--- config.mk ---
export PLATFORM = sky130hd
export DESIGN_NAME = pcb_ctrl
export DESIGN_NICKNAME = d
export VERILOG_FILES = /design/src/rtl/pcb_pkg.sv /design/src/rtl/pcb_ctrl.sv
export SDC_FILE = /design/constraint.sdc
export NUM_CORES = 1
export LEC_CHECK = 0
export BUFFER_PORTS_ARGS = -buffer_cell sky130_fd_sc_hd__buf_2
export CORE_AREA = 3 3 40 42
export DETAILED_ROUTE_END_ITERATION = 12
export DIE_AREA = 0 0 43 45
export GPL_TIMING_DRIVEN = 1
export PLACE_DENSITY_LB_ADDON = 0.25
export SYNTH_ARGS = -nofsm -noshare
export SYNTH_HDL_FRONTEND = slang
export SYNTH_SLANG_ARGS = --single-unit
export TNS_END_PERCENT = 30
--- constraint.sdc ---
create_clock -name clock -period 1.4 [get_ports clock]
set_input_delay 0.14 -clock clock [delete_from_list [all_inputs] [get_ports clock]]
set_output_delay 0.14 -clock clock [all_outputs]
set_load 0.03 [all_outputs]
--- src/rtl/pcb_pkg.sv ---
`default_nettype none
package pcb_pkg;

   localparam int CAPACITY_DEF = 4096;
   localparam int POS_W        = 13;
   localparam int CHAR_W       = 8;

   typedef logic [POS_W-1:0]  pos_type;
   typedef logic [CHAR_W-1:0] char_type;

   typedef enum logic [1:0] {
      FN_CLEAR  = 2'd0,
      FN_APPEND = 2'd1,
      FN_INSERT = 2'd2,
      FN_READ   = 2'd3
   } func_type;

   typedef enum logic [1:0] {
      ST_OK    = 2'd0,
      ST_FULL  = 2'd1,
      ST_RANGE = 2'd2
   } status_type;

   typedef enum logic [2:0] {
      S_IDLE,
      S_DECODE,
      S_SHIFT_RD,
      S_SHIFT_WR,
      S_PUT,
      S_READ,
      S_RESP
   } state_type;

   typedef struct packed {
      logic       load;
      logic       clear;
      logic       rd_shift;
      logic       wr_shift;
      logic       rd_pos;
      logic       put;
      logic       set_rsp;
      logic       use_rdata;
      status_type rsp_status;
   } cmd_type;

   typedef struct packed {
      func_type func;
      logic     full;
      logic     at_slot;
      logic     at_slot_next;
      logic     read_ok;
   } sts_type;

endpackage
`default_nettype wire

--- src/rtl/pcb_ctrl.sv ---
`default_nettype none
module pcb_ctrl (
   input  wire logic            clock,
   input  wire logic            reset,
   input  wire logic            req_valid,
   output logic                 req_stall,
   output logic                 rsp_valid,
   input  wire logic            rsp_stall,
   input  wire pcb_pkg::sts_type sts,
   output pcb_pkg::cmd_type     cmd
);
   import pcb_pkg::*;

   state_type state_ff, state_in;

   always_ff @(posedge clock) begin
      if (reset) begin
         state_ff <= S_IDLE;
      end else begin
         state_ff <= state_in;
      end
   end

   always_comb begin
      state_in = state_ff;
      case (state_ff)
         S_IDLE: begin
            if (req_valid) state_in = S_DECODE;
         end
         S_DECODE: begin
            case (sts.func)
               FN_CLEAR: state_in = S_RESP;
               FN_READ:  state_in = sts.read_ok ? S_READ : S_RESP;
               default: begin
                  if (sts.full) state_in = S_RESP;
                  else if (sts.at_slot) state_in = S_PUT;
                  else state_in = S_SHIFT_RD;
               end
            endcase
         end
         S_SHIFT_RD: state_in = S_SHIFT_WR;
         S_SHIFT_WR: state_in = sts.at_slot_next ? S_PUT : S_SHIFT_RD;
         S_PUT:      state_in = S_RESP;
         S_READ:     state_in = S_RESP;
         S_RESP: begin
            if (!rsp_stall) state_in = S_IDLE;
         end
         default:    state_in = S_IDLE;
      endcase
   end

   always_comb begin
      cmd = '0;
      cmd.rsp_status = ST_OK;
      case (state_ff)
         S_IDLE: cmd.load = req_valid;
         S_DECODE: begin
            case (sts.func)
               FN_CLEAR: begin
                  cmd.clear   = 1'b1;
                  cmd.set_rsp = 1'b1;
               end
               FN_READ: begin
                  if (sts.read_ok) begin
                     cmd.rd_pos = 1'b1;
                  end else begin
                     cmd.set_rsp    = 1'b1;
                     cmd.rsp_status = ST_RANGE;
                  end
               end
               default: begin
                  if (sts.full) begin
                     cmd.set_rsp    = 1'b1;
                     cmd.rsp_status = ST_FULL;
                  end
               end
            endcase
         end
         S_SHIFT_RD: cmd.rd_shift = 1'b1;
         S_SHIFT_WR: cmd.wr_shift = 1'b1;
         S_PUT: begin
            cmd.put     = 1'b1;
            cmd.set_rsp = 1'b1;
         end
         S_READ: begin
            cmd.set_rsp   = 1'b1;
            cmd.use_rdata = 1'b1;
         end
         default: ;
      endcase
   end

   assign req_stall = (state_ff != S_IDLE);
   assign rsp_valid = (state_ff == S_RESP);

endmodule
`default_nettype wire

==> flow_summary.toml, run 1 <==
[job]
cap_violations = 0

[clock_tree]
post-cts-setup-buffers = 0
clockRootBuffer = "clkbuf_4"
cts_tree = "built"
clock_latency_ps = 230
cts_buffer_depth = 2
cts.clk_slew.worst_paths_ps = 30
cts.sinks = 3
cts_buffers = 3
ctsHtreeMaxLevel = 1

[sta]
setup_viol = 0
period_share_pct = 97.7
fmax_mhz = 731
drv_slew = 0
tightest_slew_ps = 353
finalHoldViolations = 0
rsz0062_at_grt = "yes"
fin_crit_ps = 1370
layout_setup_ws_ps = 31.9
slew_headroom_pct = 76.1
fin_worst_skew_ps = 0.781

[logic_synthesis]
yosysTopAreaCellShare_pct = 16.4
yosys_warnings = 0
synth.area.top_cells = "dfxtp_1 16%, ha_1 6.8%, buf_6 6.1%, and2_1 5.1%, and3_1 5.1%"
syn_inst = 44
avgSynthCellArea_um2 = 8.33
yosys.area.top_type = "dfxtp_1"
ys_types = 27
syn_area_um2 = 367
synth_nets = 56
synth.yosys.seq_area_share_pct = 16.4
synth-seq-cells = 3

[routing]
drc_errors = 0
vias = 382
routed_wl_um = 824
wl_per_cell_um = 9.93
avgViaCountPerCell = 4.60
drt_first_pass_iters = 3
postRouteAntennaNets = 0
drtIter0Drc = 7

[run_status]
status = "complete, no violations"

[placement]
port_buffers = 21
pre_cts_slack_ps = 11.5
place_area_um2 = 475
dpl.hpwl_um = 699
routabilityCongestion = 0.699

[worst_setup_path]
cp.required_ps = 1260
cpPeakStageDelay_ps = 370
ff2ff_path_depth = 3
worstPathMaxFanout = 10
path_class = "reg2out"
r2r_slack_ps = 370
crit_chain = "nor3b_4 -> and3_1 -> buf_2"
slowest_stage = "dfxtp_4"
rr_startpoint = "state_ff[1]"
end_kind = "output pin"
worstPathArrival_ps = 1230
setup.worst_path.start_class = "register"
r2r-end = "state_ff[1]"

[min_path]
holdPathEnd = "state_ff[1]"
worstHoldStart = "reset"
hold_depth = 2
hold_path.class = "in2reg"

[floorplanning]
die_area_um2 = 1940
num_io_pins = 22
die_y_um = 45
fp.dieW_um = 43
core_area_um2 = 1280
start_util_pct = 28.5
rows = 13

[grt]
grt_util_all_layers_pct = 8.89
grt_overflow_total = 0
grt_max_degree = 12
grt_pass1_vias = 338
antenna_found_initial = 0
grt_first_pass_wirelength_um = 1320

[final_layout]
insertedDiodeCount = 0
drive_gt1_share_pct = 51.5
largestRegisters = "state_ff: 3 flops"
layout_common_cells = "18 x buf_2, 4 x inv_1, 4 x clkbuf_4, 4 x buf_4"
final_util_pct = 40.5
largest_register_ffs = 3
top_register = "state_ff"
final_nets = 81
fin_area_um2 = 520
final_common_cell = "buf_2"
areaGrowthSynthToFinish_pct = 42.0

[pwr]
ir_worst_vdd_mv = 0.407
p_leak_nw = 0.262
power_mw = 0.818
power_density_nw_per_um2 = 1570
==> timing repair <==
item | CTS | global route
hold buffers | 0 | 0
pin swaps | 0 | 1
resized for setup | 4 | 7
setup endpoints to repair | 12 | 8
==> metrics by stage <==
step | instances | TNS, ps | hold WS [ps]
after global routing | 83 | -66.0 | 118
after floorplan | 44 | 0 | 202
after detailed placement | 79 | 0 | 350
after CTS | 83 | 0 | 104
final | 83 | 0 | 102
after global placement | 79 | 0 | 353
==> how the worst max path moves through the flow <==
stage	from	to	slack (ps)	cells past startpoint
CTS	state_ff[2]	cmd[0]	8	3
floorplan	sts[4]	cmd[3]	40	5
detailed placement	sts[4]	cmd[3]	10	6
global route	state_ff[1]	cmd[5]	-40	3
finish	state_ff[1]	cmd[5]	30	3
global placement	sts[4]	cmd[3]	40	6
==> area by class of cell <==
cell class / count / area (um2)
Sequential cell: 3 / 71.3
Timing Repair Buffer: 23 / 128
Fill cell: 141 / 764
Inverter: 5 / 20.0
Clock buffer: 4 / 26.3
Multi-Input combinational cell: 33 / 256
Tap cell: 15 / 18.8
==> Yosys cell counts <==
cell type and n:
and2_1 3, and3_1 3, mux2i_1 1, and2b_1 1
nor2b_1 2, ha_1 2, nor3b_4 1, o311ai_1 1
nand3b_1 1, dfxtp_1 3, buf_4 1, o21ai_0 1
nand2b_1 2, nor3_1 3, a2111oi_2 1, clkinv_2 1
or2b_1 1, or3_4 1, nand3_1 1, a21oi_1 2
buf_6 2, a21oi_2 1, nor2_1 1, nor2_2 1
o221a_1 1, inv_1 4, o311ai_0 2
==> metal layers <==
layer | GRT usage (%) | share of wire [%] | up-vias
li1 | - | - | 208
met1 | 11.0 | 46 | 168
met2 | 14.7 | 51 | 6
met3 | 1.20 | 2.9 | 0
met4 | 5.42 | 0 | 0
met5 | 0 | 0 | -
==> power breakdown <==
part	internal (mW)	switching, mW	total (mW)
sequential	0.128	0.0712	0.199
combinational	0.199	0.274	0.472
clock	0.107	0.0405	0.147
total	0.433	0.385	0.818
==> logic make-up (layout without fill, tap and decap cells) <==
| family | after synthesis | after routing | share of synthesized area [%] |
|---|---|---|---|
| and+or+nand+nor | 21 | 21 | 39.6 |
| AOI/OAI and AO/OA | 9 | 9 | 20.8 |
| buffers and inverters | 8 | 32 | 13.6 |
| DFF | 3 | 3 | 16.4 |
| adders and majority gates | 2 | 2 | 6.82 |
| muxes | 1 | 1 | 2.73 |
==> critical path: cells and delay by family, from the launching register on <==
kind / cells / cell delay [ps]
buffers and inverters: 1 / 190
and+or+nand+nor: 2 / 440
DFF: 1 / 370
Note: power is estimated with default switching activity, not from simulation.
==> run 2, diff against run 1 <==
- CELL_PAD_IN_SITES_DETAIL_PLACEMENT: unset -> 1
- CELL_PAD_IN_SITES_GLOBAL_PLACEMENT: unset -> 2
- CORE_AREA: 3 3 40 42 -> unset
- CORE_ASPECT_RATIO: unset -> 1.25
- CORE_MARGIN: unset -> 3
- CORE_UTILIZATION: unset -> 21
- DIE_AREA: 0 0 43 45 -> unset
==> run 2 against run 1 <==
Net effect: combinational power increased by 15%; critical path depth grew 3; wire length increased by 25%; sequential cell count stayed put; clock power grew 4%; utilization down 3.8 points; largest power group unchanged; via count up 8.6%; first-iteration DRC count down 43%; final area grew 13%; sequential power is 5% lower; register-to-register slack lost 210 ps.
==> flow_summary.toml, run 2 (synthesized netlist as in run 1, its figures left out) <==
[sta]
setup_viol = 0
slew_headroom_pct = 76.7
period_share_pct = 97.9
fin_worst_skew_ps = 4.55
tightest_slew_ps = 344
setup-tns-final_ps = 0
fmax_mhz = 730
fin_crit_ps = 1370
rsz0062_at_grt = "yes"
finalHoldViolations = 0
drv_slew = 0

[clock_tree]
holdBufCountCts = 0
cts.sinks = 3
cts_tree = "built"
clock_latency_ps = 230
clockRootBuffer = "clkbuf_4"
cts_buffers = 3
cts.clk_slew.worst_paths_ps = 40
cts_buffer_depth = 2
ctsHtreeMaxLevel = 1

[final_layout]
largestRegisters = "state_ff: 3 flops"
areaGrowthSynthToFinish_pct = 60.4
final_nets = 86
final_common_cell = "buf_2"
layout_common_cells = "16 x buf_2, 9 x buf_4, 4 x inv_1"
drive_gt1_share_pct = 57.5
fillers = 210
largest_register_ffs = 3
insertedDiodeCount = 0
top_register = "state_ff"
fin_area_um2 = 588

[floorplanning]
die_area_um2 = 2290
fp.dieW_um = 43.4
start_util_pct = 22.9
rows = 16
core_area_um2 = 1600
die_y_um = 52.7
num_io_pins = 22

[routing]
routed_wl_um = 1030
postRouteAntennaNets = 0
wl_per_cell_um = 11.3
vias = 415
drt_first_pass_iters = 2
avgViaCountPerCell = 4.56
drc_errors = 0
drtIter0Drc = 4

[min_path]
worstHoldStart = "reset"
hold_path.class = "in2reg"
holdPathEnd = "state_ff[1]"
hold_depth = 2

[pwr]
power_mw = 0.887
p_leak_nw = 0.290
power_density_nw_per_um2 = 1510
ir_worst_vdd_mv = 0.712

[worst_setup_path]
ff2ff_path_depth = 5
crit_chain = "buf_2 -> inv_1 -> ha_1 -> o311ai_1 -> a21oi_1 -> buf_2"
cpPeakStageDelay_ps = 340
worstPathMaxFanout = 5
path_class = "in2out"
r2r_slack_ps = 160
end_kind = "output pin"
rr_startpoint = "state_ff[2]"
slowest_stage = "ha_1"
worstPathArrival_ps = 1230
cp.required_ps = 1260
critPathMostFrequentCell = "buf_2"
r2r-end = "state_ff[1]"
setup.worst_path.start_class = "input port"

[run_status]
status = "complete, no violations"

[grt]
grt_first_pass_wirelength_um = 1570
grt_pass1_vias = 378
grt_util_all_layers_pct = 9.17
grt_max_degree = 12
grt_overflow_total = 0
antenna_found_initial = 0

[job]
cap_violations = 0

[placement]
routabilityCongestion = 0.712
place_area_um2 = 487
dpl.hpwl_um = 792
port_buffers = 21
run 2: what timing repair did:
item / CTS / global route
endpoints found under the setup margin: 12 / 9
pin swaps: 1 / 4
resized for setup: 7 / 14
setup buffers: 0 / 4
run 2: how the worst max path moves through the flow:
stage	slack, ps	endpoint	cells after the start	from
2_1_floorplan	40	cmd[3]	5	sts[4]
3_3_place_gp	-9	cmd[3]	6	sts[4]
3_5_place_dp	-40	cmd[3]	6	sts[4]
4_1_cts	-2	cmd[1]	3	state_ff[0]
5_1_grt	-30	cmd[0]	3	state_ff[1]
6_report	30	cmd[3]	6	sts[4]
run 2: final cells by class:
type	count	area (um2)	share of cell area, %
inverter	5	20.0	3.40
timing repair buffer	28	181	30.9
sequential	3	71.3	12.1
tap	18	22.5	3.83
multi-input combinational	33	267	45.3
clock buffer	4	26.3	4.47
run 2: power breakdown:
part	switching, mW	leakage, nW	internal, mW
clock	0.0462	0.0150	0.107
sequential	0.0612	0.0267	0.127
combinational	0.306	0.248	0.239
total	0.414	0.290	0.473
run 2: layer usage:
layer / GRT usage [%] / wire (um) / vias up
met1: 11.1 / 432 / 183
met3: 3.09 / 55 / 0
met5: 0 / 0 / -
li1: - / - / 219
met4: 4.52 / 0 / 0
met2: 14.3 / 544 / 13
run 2: stage by stage:
step                      cells  utilization (%)  worst slack, ps  hold WS [ps]
after CTS                    87             32.7            -1.54          90.7
after detailed placement     83             30.4            -41.9           348
after global placement       83             30.4            -8.86           351
final                        91             36.7             29.6          94.7
after global routing         91             36.7            -31.2          92.5
after floorplan              44                -             38.9           202
run 2: worst max-delay path: cells and delay by family:
| kind | cells | cell delay [ps] |
|---|---|---|
| buffers and inverters | 3 | 310 |
| AOI/OAI and AO/OA | 2 | 440 |
| adders and majority gates | 1 | 340 |
